<file path="src/hdl/move_to_front_key_list_assert.svh">
// Assertion macros for the move-to-front key list.
// Used by move_to_front_key_list.sv; expects signals named clock and reset in scope.
`ifndef MOVE_TO_FRONT_KEY_LIST_ASSERT_SVH
`define MOVE_TO_FRONT_KEY_LIST_ASSERT_SVH

// Same-cycle implication, checked outside reset
`define MTFKL_ASSERT_NOW(lbl, ante, cons, msg) \
   lbl: assert property (@(posedge clock) disable iff (reset) (ante) |-> (cons)) \
      else $error(msg);

// Next-cycle implication, checked outside reset
`define MTFKL_ASSERT_NEXT(lbl, ante, cons, msg) \
   lbl: assert property (@(posedge clock) disable iff (reset) (ante) |=> (cons)) \
      else $error(msg);

`endif

</file>
<file path="src/hdl/mtfkl_pkg.sv">
// Shared types and codes for the move-to-front key list.
// No dependencies; imported by mtfkl_key_ram and move_to_front_key_list.
package mtfkl_pkg;

   typedef enum logic [1:0] {
      OP_INSERT = 2'd0,
      OP_SEARCH = 2'd1,
      OP_MOVE   = 2'd2,
      OP_DELETE = 2'd3
   } op_type;

   typedef enum logic [1:0] {
      STAT_OK        = 2'd0,
      STAT_NOT_FOUND = 2'd1,
      STAT_FULL      = 2'd2
   } status_type;

   typedef enum logic [2:0] {
      ST_IDLE,
      ST_SCAN,
      ST_SHIFT_DN,
      ST_SHIFT_UP,
      ST_FRONT
   } state_type;

   typedef struct packed {
      op_type             op;
      logic signed [31:0] key;
   } req_type;

   typedef struct packed {
      status_type status;
      logic [3:0] position;
      logic [4:0] entry_count;
   } rsp_type;

endpackage

</file>
<file path="src/hdl/mtfkl_key_ram.sv">
// Key storage: one write port, one read port with registered read data.
// Depends on mtfkl_pkg.
module mtfkl_key_ram #(
   parameter int DEPTH = 16,
   parameter int WIDTH = 32
) (
   input  logic                     clock,
   input  logic                     wr_en,
   input  logic [$clog2(DEPTH)-1:0] wr_addr,
   input  logic [WIDTH-1:0]         wr_data,
   input  logic                     rd_en,
   input  logic [$clog2(DEPTH)-1:0] rd_addr,
   output logic [WIDTH-1:0]         rd_data
);
   import mtfkl_pkg::*;

   logic [WIDTH-1:0] mem_ff [DEPTH];
   logic [WIDTH-1:0] rd_data_ff;

   // write port
   always_ff @(posedge clock) begin
      if (wr_en) begin
         mem_ff[wr_addr] <= wr_data;
      end
   end

   // read port, registered read data
   always_ff @(posedge clock) begin
      if (rd_en) begin
         rd_data_ff <= mem_ff[rd_addr];
      end
   end

   assign rd_data = rd_data_ff;

endmodule

</file>
<file path="src/hdl/move_to_front_key_list.sv">
// Move-to-front key list: sequencer, control registers and result register.
// Depends on mtfkl_pkg, mtfkl_key_ram and move_to_front_key_list_assert.svh.
//
// Usage
//   Request: drive req_item (op, key) and raise start; the transaction is taken
//   at the rising edge where start is high and busy is low. busy stays high
//   while the sequencer walks the key memory.
//   Result: rsp_valid pulses for one cycle with rsp_item (status, position,
//   entry_count). The receiver cannot stall; it must take the result then.
// Steps, from the accept edge to the result strobe (p = matched position):
//   refused insert into a full list, or any lookup in an empty list: none
//   insert: shift walk plus front write, only the front write if list empty
//   search: scan from the front to the first hit, or to the last entry on a miss
//   search and move: adds the shift and front write (none when p is 0);
//   delete adds the close-up, none for the last entry
// The walk reads one entry per cycle through the single read port, and read
// data is registered; busy drops in the cycle the result strobe is shown.
// Reset clears the entry count and the sequencer; key storage is not cleared,
// since only entries below the count are ever read.
module move_to_front_key_list #(
   parameter int LIST_DEPTH = 16,
   parameter int KEY_BITS   = 32
) (
   input  logic               clock,
   input  logic               reset,
   input  logic               start,
   output logic               busy,
   input  mtfkl_pkg::req_type req_item,
   output logic               rsp_valid,
   output mtfkl_pkg::rsp_type rsp_item
);
   import mtfkl_pkg::*;

`include "move_to_front_key_list_assert.svh"

   localparam int IDX_BITS = (LIST_DEPTH > 1) ? $clog2(LIST_DEPTH) : 1;
   localparam int CNT_BITS = $clog2(LIST_DEPTH + 1);

   state_type             state_ff,  state_in;
   op_type                op_ff,     op_in;
   logic [KEY_BITS-1:0]   key_ff,    key_in;
   logic [CNT_BITS-1:0]   count_ff,  count_in;
   logic [IDX_BITS-1:0]   ptr_ff,    ptr_in;
   logic [IDX_BITS-1:0]   pos_ff,    pos_in;
   logic                  issue_ff,  issue_in;
   logic                  rd_vld_ff, rd_vld_in;
   logic [IDX_BITS-1:0]   rd_idx_ff;
   logic                  rsp_valid_ff, rsp_valid_in;
   rsp_type               rsp_item_ff,  rsp_item_in;

   logic [KEY_BITS-1:0]   rd_data;
   logic                  mem_we;
   logic [IDX_BITS-1:0]   mem_wa;
   logic [KEY_BITS-1:0]   mem_wd;
   logic [IDX_BITS-1:0]   last_idx;
   logic                  finish;
   status_type            fin_status;
   logic [IDX_BITS-1:0]   fin_pos;

   assign last_idx = IDX_BITS'(count_ff - CNT_BITS'(1));

   mtfkl_key_ram #(
      .DEPTH (LIST_DEPTH),
      .WIDTH (KEY_BITS)
   ) u_key_ram (
      .clock   (clock),
      .wr_en   (mem_we),
      .wr_addr (mem_wa),
      .wr_data (mem_wd),
      .rd_en   (rd_vld_in),
      .rd_addr (ptr_ff),
      .rd_data (rd_data)
   );

   // control registers
   always_ff @(posedge clock) begin
      if (reset) begin
         state_ff     <= ST_IDLE;
         count_ff     <= '0;
         issue_ff     <= 1'b0;
         rd_vld_ff    <= 1'b0;
         rsp_valid_ff <= 1'b0;
      end else begin
         state_ff     <= state_in;
         count_ff     <= count_in;
         issue_ff     <= issue_in;
         rd_vld_ff    <= rd_vld_in;
         rsp_valid_ff <= rsp_valid_in;
      end
   end

   // payload registers
   always_ff @(posedge clock) begin
      op_ff       <= op_in;
      key_ff      <= key_in;
      ptr_ff      <= ptr_in;
      pos_ff      <= pos_in;
      rd_idx_ff   <= ptr_ff;
      rsp_item_ff <= rsp_item_in;
   end

   // sequencer: next state, memory port and result
   always_comb begin
      state_in   = state_ff;
      op_in      = op_ff;
      key_in     = key_ff;
      count_in   = count_ff;
      ptr_in     = ptr_ff;
      pos_in     = pos_ff;
      issue_in   = issue_ff;
      rd_vld_in  = 1'b0;
      mem_we     = 1'b0;
      mem_wa     = '0;
      mem_wd     = key_ff;
      finish     = 1'b0;
      fin_status = STAT_OK;
      fin_pos    = '0;

      case (state_ff)
         ST_IDLE: begin
            issue_in = 1'b0;
            if (start) begin
               op_in  = req_item.op;
               key_in = KEY_BITS'(req_item.key);
               if (req_item.op == OP_INSERT) begin
                  if (count_ff == CNT_BITS'(LIST_DEPTH)) begin
                     finish     = 1'b1;
                     fin_status = STAT_FULL;
                  end else if (count_ff == '0) begin
                     state_in = ST_FRONT;
                  end else begin
                     state_in = ST_SHIFT_DN;
                     ptr_in   = last_idx;
                     issue_in = 1'b1;
                  end
               end else if (count_ff == '0) begin
                  finish     = 1'b1;
                  fin_status = STAT_NOT_FOUND;
               end else begin
                  state_in = ST_SCAN;
                  ptr_in   = '0;
                  issue_in = 1'b1;
               end
            end
         end

         // walk from the front, compare one entry per cycle
         ST_SCAN: begin
            rd_vld_in = issue_ff;
            if (issue_ff) begin
               if (ptr_ff == last_idx) begin
                  issue_in = 1'b0;
               end else begin
                  ptr_in = ptr_ff + IDX_BITS'(1);
               end
            end
            if (rd_vld_ff) begin
               if (rd_data == key_ff) begin
                  pos_in    = rd_idx_ff;
                  rd_vld_in = 1'b0;
                  issue_in  = 1'b0;
                  case (op_ff)
                     OP_MOVE: begin
                        if (rd_idx_ff == '0) begin
                           finish = 1'b1;
                        end else begin
                           state_in = ST_SHIFT_DN;
                           ptr_in   = rd_idx_ff - IDX_BITS'(1);
                           issue_in = 1'b1;
                        end
                     end
                     OP_DELETE: begin
                        if (rd_idx_ff == last_idx) begin
                           finish   = 1'b1;
                           count_in = count_ff - CNT_BITS'(1);
                        end else begin
                           state_in = ST_SHIFT_UP;
                           ptr_in   = rd_idx_ff + IDX_BITS'(1);
                           issue_in = 1'b1;
                        end
                     end
                     default: begin
                        finish = 1'b1;
                     end
                  endcase
                  fin_pos = rd_idx_ff;
               end else if (rd_idx_ff == last_idx) begin
                  rd_vld_in  = 1'b0;
                  issue_in   = 1'b0;
                  finish     = 1'b1;
                  fin_status = STAT_NOT_FOUND;
               end
            end
         end

         // push entries one place toward the back, walking down to entry 0
         ST_SHIFT_DN: begin
            rd_vld_in = issue_ff;
            if (issue_ff) begin
               if (ptr_ff == '0) begin
                  issue_in = 1'b0;
               end else begin
                  ptr_in = ptr_ff - IDX_BITS'(1);
               end
            end
            if (rd_vld_ff) begin
               mem_we = 1'b1;
               mem_wa = rd_idx_ff + IDX_BITS'(1);
               mem_wd = rd_data;
               if (rd_idx_ff == '0) begin
                  state_in  = ST_FRONT;
                  rd_vld_in = 1'b0;
               end
            end
         end

         // close the gap after a delete, walking up to the last entry
         ST_SHIFT_UP: begin
            rd_vld_in = issue_ff;
            if (issue_ff) begin
               if (ptr_ff == last_idx) begin
                  issue_in = 1'b0;
               end else begin
                  ptr_in = ptr_ff + IDX_BITS'(1);
               end
            end
            if (rd_vld_ff) begin
               mem_we = 1'b1;
               mem_wa = rd_idx_ff - IDX_BITS'(1);
               mem_wd = rd_data;
               if (rd_idx_ff == last_idx) begin
                  rd_vld_in = 1'b0;
                  issue_in  = 1'b0;
                  finish    = 1'b1;
                  fin_pos   = pos_ff;
                  count_in  = count_ff - CNT_BITS'(1);
               end
            end
         end

         // write the key at the front
         ST_FRONT: begin
            mem_we = 1'b1;
            mem_wa = '0;
            mem_wd = key_ff;
            finish = 1'b1;
            if (op_ff == OP_INSERT) begin
               count_in = count_ff + CNT_BITS'(1);
            end else begin
               fin_pos = pos_ff;
            end
         end

         default: begin
            state_in = ST_IDLE;
            issue_in = 1'b0;
         end
      endcase

      if (finish) begin
         state_in = ST_IDLE;
      end
      rsp_valid_in             = finish;
      rsp_item_in.status       = fin_status;
      rsp_item_in.position     = 4'(fin_pos);
      rsp_item_in.entry_count  = 5'(count_in);
   end

   assign busy      = (state_ff != ST_IDLE);
   assign rsp_valid = rsp_valid_ff;
   assign rsp_item  = rsp_item_ff;

   // checks
   `MTFKL_ASSERT_NOW(a_count_bound, 1'b1, count_ff <= CNT_BITS'(LIST_DEPTH), "entry count overflow")
   `MTFKL_ASSERT_NEXT(a_accept_progress, start && !busy, rsp_valid || busy, "transaction dropped")
   `MTFKL_ASSERT_NOW(a_rsp_idle, rsp_valid, !busy, "result shown while sequencer busy")
   `MTFKL_ASSERT_NOW(a_full_count, rsp_valid && rsp_item.status == STAT_FULL, rsp_item.entry_count == 5'(LIST_DEPTH), "full status with room left")
   `MTFKL_ASSERT_NOW(a_write_busy, mem_we, busy, "key write outside a transaction")

endmodule

</file>
<file path="config.mk">
export PLATFORM = sky130hd
export DESIGN_NAME = move_to_front_key_list
export DESIGN_NICKNAME = d
export VERILOG_FILES = /design/src/hdl/mtfkl_pkg.sv /design/src/hdl/mtfkl_key_ram.sv /design/src/hdl/move_to_front_key_list.sv
export VERILOG_INCLUDE_DIRS = /design/src /design/src/hdl
export SDC_FILE = /design/constraint.sdc
export NUM_CORES = 1
export LEC_CHECK = 0
export BUFFER_PORTS_ARGS = -buffer_cell sky130_fd_sc_hd__buf_2
export CELL_PAD_IN_SITES_DETAIL_PLACEMENT = 1
export CELL_PAD_IN_SITES_GLOBAL_PLACEMENT = 1
export CORE_AREA = 2 2 377 267
export DETAILED_ROUTE_END_ITERATION = 16
export DIE_AREA = 0 0 379 269
export PLACE_DENSITY_LB_ADDON = 0.1
export SETUP_SLACK_MARGIN = 0.3
export SLEW_MARGIN = 20
export SYNTH_ARGS = -nofsm -noshare
export SYNTH_HDL_FRONTEND = slang
export SYNTH_SLANG_ARGS = --single-unit
</file>
<file path="constraint.sdc">
create_clock -name clock -period 6.23 [get_ports clock]
set_input_delay 0.623 -clock clock [delete_from_list [all_inputs] [get_ports clock]]
set_output_delay 0.623 -clock clock [all_outputs]
set_load 0.05 [all_outputs]
</file>
### Yosys cells after proc, flatten, opt, wreduce, memory -nomap -nowiden

Memory sizes are Yosys's and may differ from the RTL's. A register that Yosys moved wholly into a read port is not among the register bits.
Cells that the tools add are included.

| operators by class | value |
|---|---|
| add/sub/neg operators | 6 |
| eq/ne operators | 23 |
| mux-type cells | 92 |
| bitwise operators | 1 |
| reduce and logical (&&, ||, !) cells | 15 |

Operators with widths:

| cell | number |
|---|---|
| 4-bit two-way mux | 20 |
| 32-bit two-way mux | 2 |
| 1-bit two-way mux | 36 |
| 3-bit two-way mux | 11 |
| 32-bit equality test | 1 |
| 5-bit two-way mux | 6 |
| 4-bit case mux with 2 select lines | 2 |
| 4-bit case mux with 4 select lines | 1 |
| 3-bit inequality test, second input constant | 5 |
| 5-bit case mux with 3 select lines | 1 |
| 2-bit inequality test, second input constant | 7 |
| 3-bit case mux with 4 select lines | 1 |
| 4-bit case mux with 3 select lines | 1 |
| 11-bit AND reduction | 1 |
| 4-bit by 1-bit adder with 4-bit output, second input constant | 2 |
| 4-bit equality test | 2 |
| 4-bit logical NOT | 2 |
| 4-bit by 1-bit subtractor with 4-bit output, second input constant | 2 |
| 7-bit AND reduction | 1 |
| 3-bit by 2-bit equality test with 1-bit output, second input constant | 2 |
| 2-bit two-way mux | 3 |
| 1-bit case mux with 2 select lines | 3 |
| 3-bit case mux with 2 select lines | 1 |
| 2-bit OR reduction | 3 |
| other kinds (19) | 21 |

| word-level totals | value |
|---|---|
| bits in registers | 68 |
| RAM bits | 512 |
| input bits | 37 |
| word-level logic and storage cells | 151 |
| memories kept | 1 |

Memory list:

| memory | words | bits a word | rd ports | clocked after memory_dff | wr ports | RTL line | RTL |
|---|---|---|---|---|---|---|---|
| u_key_ram.mem_ff | 16 | 32 | 1 | 1 | 1 | mtfkl_key_ram.sv:17 | `logic [WIDTH-1:0] mem_ff [DEPTH];` |

### Depth between registers and ports, before layout

| depth | value |
|---|---|
| depth in word-level cells | 9 |
| gate-level depth with buffers | 12 |

### Cells and area by module

From an unflattened synthesis, not the netlist that was laid out.

| unflattened totals | value |
|---|---|
| cell total of the unflattened synthesis | 1,253 |
| area total of the unflattened synthesis | 24,347.1 um^2 |

Modules (own cells, without submodules):

| module | instances | cells an instance | area each (um^2) | sequential area each (um^2) |
|---|---|---|---|---|
| mtfkl_key_ram | 1 | 838 | 20,155.6 | 16,335.7 |
| move_to_front_key_list | 1 | 415 | 4,191.5 | 1,781.7 |

### Worst setup path after synthesis

Ideal clock, no wire load.

| path | value |
|---|---|
| path kind | register to register |
| from | reg rd_idx_ff[0] |
| to | mem u_key_ram.mem_ff[6][0], enable pin |
| setup time | 421 ps |
| arrival time | 3,050 ps |
| required time | 5,809 ps |
| setup slack | 2,759 ps |
| stages on the path, launching flop included | 10 |
| buffers on the path | 2 |
| period minus slack after synthesis | 3,471 ps |
| cell sequence | dfxtp_1 -> buf_2 -> inv_1 -> ha_1 -> clkbuf_1 -> o22a_1 -> a21oi_1 -> nand2_1 -> or2_1 -> nor2_1 |

| on the way | value |
|---|---|
| longest elaborated chain between the ends | 3 |
| elaborated cells between the ends (all ways) | 5 |

RTL lines:

| item | RTL line | RTL |
|---|---|---|
| start, declared | move_to_front_key_list.sv:47 | `logic [IDX_BITS-1:0] rd_idx_ff;` |
| start signal, assigned | move_to_front_key_list.sv:98 | `rd_idx_ff <= ptr_ff;` |
| 4-bit by 1-bit subtractor with 4-bit output or 4-bit by 1-bit adder with 4-bit output (tied branches) | move_to_front_key_list.sv:229, move_to_front_key_list.sv:208 |  |
| 4-bit two-way mux, on equally long branches | move_to_front_key_list.sv:227, move_to_front_key_list.sv:206 |  |
| 4-bit case mux with 2 select lines (*) | move_to_front_key_list.sv:119 | `case (state_ff)` |
| end, declared | mtfkl_key_ram.sv:17 |  |

Mark *: on every way between the ends. The rest lies on a longest branch, timed or not.

### Worst setup path in the final report

| path | value |
|---|---|
| from | reg state_ff[0] |
| to | mem u_key_ram.mem_ff[12][26], enable pin |

| on the way | value |
|---|---|
| longest elaborated chain between the ends | 5 |
| elaborated cells between the ends (all ways) | 8 |

RTL lines:

| item | RTL line | RTL |
|---|---|---|
| start, declared | move_to_front_key_list.sv:39 | `state_type state_ff, state_in;` |
| start signal, assigned | move_to_front_key_list.sv:84 | `state_ff <= state_in;` |
| 3-bit by 2-bit equality test with 1-bit output | move_to_front_key_list.sv:119 |  |
| 2-bit OR reduction (no source line) | -- |  |
| 1-bit case mux with 2 select lines | move_to_front_key_list.sv:119 |  |
| 1-bit two-way mux | mtfkl_key_ram.sv:22 | `if (wr_en) begin` |
| 1-bit two-way mux (not written as such) | mtfkl_key_ram.sv:23 | `mem_ff[wr_addr] <= wr_data;` |

Parallel ways exist; a longest one is shown, timed or not.

==> key figures <==
Global route
  • Grt peak-use layer: met1
  • Grt met1 use: 23.0%
  • Largest net degree at the start of global routing: 86
  • Remaining global-route overflow: 0
  • Initial antenna violation count: 5
  • Grt met2 use: between 20% and 30%
  • Met3 Usage GRT: between 3 and 4%
  • First-pass GRT wire length: between 100000 and 150000 um
  • GRT Resource Usage Total: between 10 and 15%
  • Vias in the first global route: 13065

Die
  • I/O pin count: 50
  • Horiz. Die Dim: roughly 380 um
  • Die area: 102000 sq um
  • Row count: 97
  • Starting Density: 24.7%
  • Core area: slightly below 100000 sq um
  • Chip Height: between 200 and 300 um

Setup path
  • Setup crit start kind: flip-flop
  • Crit path largest cell delay: approximately 0.75 ns
  • Worst Path Arrival: roughly 4.3 ns
  • CP top delay family: simple AND/OR/NAND/NOR gates
  • Buf/Inv on CP: 1
  • Crit path max-delay cell type: nor2_4
  • WS Path Type: reg2reg
  • Largest fanout on the critical path: 17
  • CP Capture Type: flip-flop
  • Cell-by-cell trace of the critical path: nor2b_1 > nand2_1 > o22a_1 > a21oi_1 > nand3_1 > nor2_4 > buf_4
  • Crit path required time: 6.53 ns

Synthesis
  • Seq/Total Area, Yosys: approximately three quarters
  • Synth warnings: 0
  • Post-synth top area share: 72.2%
  • Top cells by area, synth: edfxtp_1, mux4_2, dfxtp_1, nand2_1, xnor2_1
  • Syn_nets: between 1000 and 1500
  • Post-Synthesis Cells: 1241
  • Dominant cell type by area after synthesis: edfxtp_1
  • Count leader, synth: edfxtp_1
  • EDFF count, synth: roughly 590
  • Top FF cell, synth: edfxtp_1
  • Synthesis-stage register bit count: about 610
  • Count of cell types in the netlist: 66
  • Syn Area/Cell: ~20 sq um
  • Async SR Flop Fraction: 0%
  • Post-Syn Area: 24400 sq um
  • Top post-synthesis cells by count: edfxtp_1, mux4_2, nand2_1

Route
  • Post-route ant nets: 0
  • Router iterations before antenna repair: 5
  • Initial drt markers: 1119
  • Drt via density: 4.55
  • DRT Wirelength: approximately 74000 um
  • Routed wire length per instance: ~27 um
  • Vias after detailed routing: roughly 12000
  • DRC: 0

Outcome
  • Status: finished, final reports clean

Final layout
  • Fin cells: between 2000 and 3000
  • Final net count: approximately 1400
  • FILL cells: 10137
  • Layout cells sized above 1: between 20% and 30%
  • Final cell area excluding filler cells: ~29000 sq um
  • Layout area overhead: 17.1%

STA
  • Fin. Hold Viols: 0
  • Slew @ Worst Pin: approximately 0.97 ns
  • Min Tclk post-route: 3.97 ns
  • Slew Viols, Final: 0
  • # setup viols final: 0
  • Fmax: 252 MHz
  • Final period util: between 60% and 70%
  • Setup TNS: 0 ns
  • Skew final: 0.0263 ns
  • Slew headroom: a little over a third
  • RSZ-0062 raised after global routing: no
  • Hold_ws: roughly 0.16 ns

Power
  • Max VDD drop: roughly 320 uV
  • Cell Pwr Density: 450 nW/um^2
  • LEAKAGE: around 8.9 nW

Clock network
  • Later-pin clock latency in the skew report: between 0.6 and 0.7 ns
  • CTS Buf Count: around 70
  • CTS root buffer: clkbuf_16
  • Clk slew on worst S/H paths: about 0.06 ns
  • CTS resizes: 0
  • Clock buffer depth: 3
  • CTS sink count: around 610
  • Setup Buffers After CTS: 0
  • # hold bufs at CTS: 0
  • H-tree depth: 3
  • CTS tree: done

Placement
  • DP Wirelength: between 40000 and 50000 um
  • Placed Area: 26400 sq um
  • PortBufs: 49
  • Routability cong.: between 0.7 and 0.8
  • Placed cell count: ~2600

Min path
  • Hold Path Class: in2reg

Job
  • Max-Cap Viols: 0
-- flip-flops by register name, summed over array words and instances, names as in the netlist --
signal / flops
count_ff: 5
issue_ff: 1
key_ff: 32
op_ff: 2
pos_ff: 4
ptr_ff: 4
rd_idx_ff: 4
rd_vld_ff: 1
rsp_item: 11
rsp_valid: 1
state_ff: 3
u_key_ram.mem_ff: 512
u_key_ram.rd_data: 32
-- path summary, 6_finish.rpt --
kind / slack [ns] / start / to / depth (start not counted)
worst max register to register: 2.26 / state_ff[0] / u_key_ram.mem_ff[12][26] / 7
worst min register to register: 0.47 / pos_ff[1] / rsp_item[6] / 1
worst max-delay path: 2.26 / state_ff[0] / u_key_ram.mem_ff[12][26] / 7
worst min-delay path: 0.16 / req_item[9] / key_ff[9] / 1
-- cell families after synthesis --
logic type | Yosys count | synth area share, %
fa+ha+maj | 7 | 0.359
xor+xnor | 54 | 2.03
flops | 612 | 74.4
buf+inv | 76 | 1.27
compound gates | 90 | 2.58
mux | 163 | 14.9
simple gates | 239 | 4.48
-- report_power, final --
part           total [mW]  leakage [nW]  switching, mW  internal [mW]
clock network        3.94          1.03           1.71           2.23
logic                3.69          2.40           2.21           1.49
registers            5.20          5.50          0.222           4.98
-- routing by layer --
layer  part of all wire (%)  vias up
li1                       -     5238
met1                     52     6783
met2                     41      245
met3                    4.7       96
met4                    2.0        2
met5                  0.014        -
-- cell type report --
class | count | area [sq um] | share of cell area (%)
sequential | 612 | 18100 | 63.5
antenna | 4 | 10.0 | 0.0351
clock inverter | 36 | 307 | 1.07
timing repair buffer | 80 | 503 | 1.76
clock buffer | 84 | 1800 | 6.33
multi-input combinational | 553 | 6060 | 21.3
inverter | 11 | 42.5 | 0.149
tap | 1336 | 1670 | 5.86
-- stage by stage --
step | total power, mW | utilization, % | worst slack (ns)
final | 12.8 | 28.9 | 2.26
after global routing | 13.5 | 28.9 | 2.03
after CTS | 13.1 | 28.9 | 2.25
after detailed placement | 9.06 | 26.7 | 2.29
after global placement | 9.11 | 26.7 | 2.45
after floorplan | 7.69 | - | 2.76
-- placed cells by master, fill, tap and decap left out, drive strengths merged, types with 6 or more instances in the layout --
cell,n
a21oi,17
a31oi,6
and2,7
and3,6
buf,80
clkbuf,84
clkinv,28
dfxtp,26
edfxtp,586
ha,7
inv,14
mux4,160
nand2,126
nand3,7
nand4,16
nor2,43
nor3,11
o21ai,21
o22ai,7
xnor2,44
xor2,9
Power figures use the tool's default switching activity.
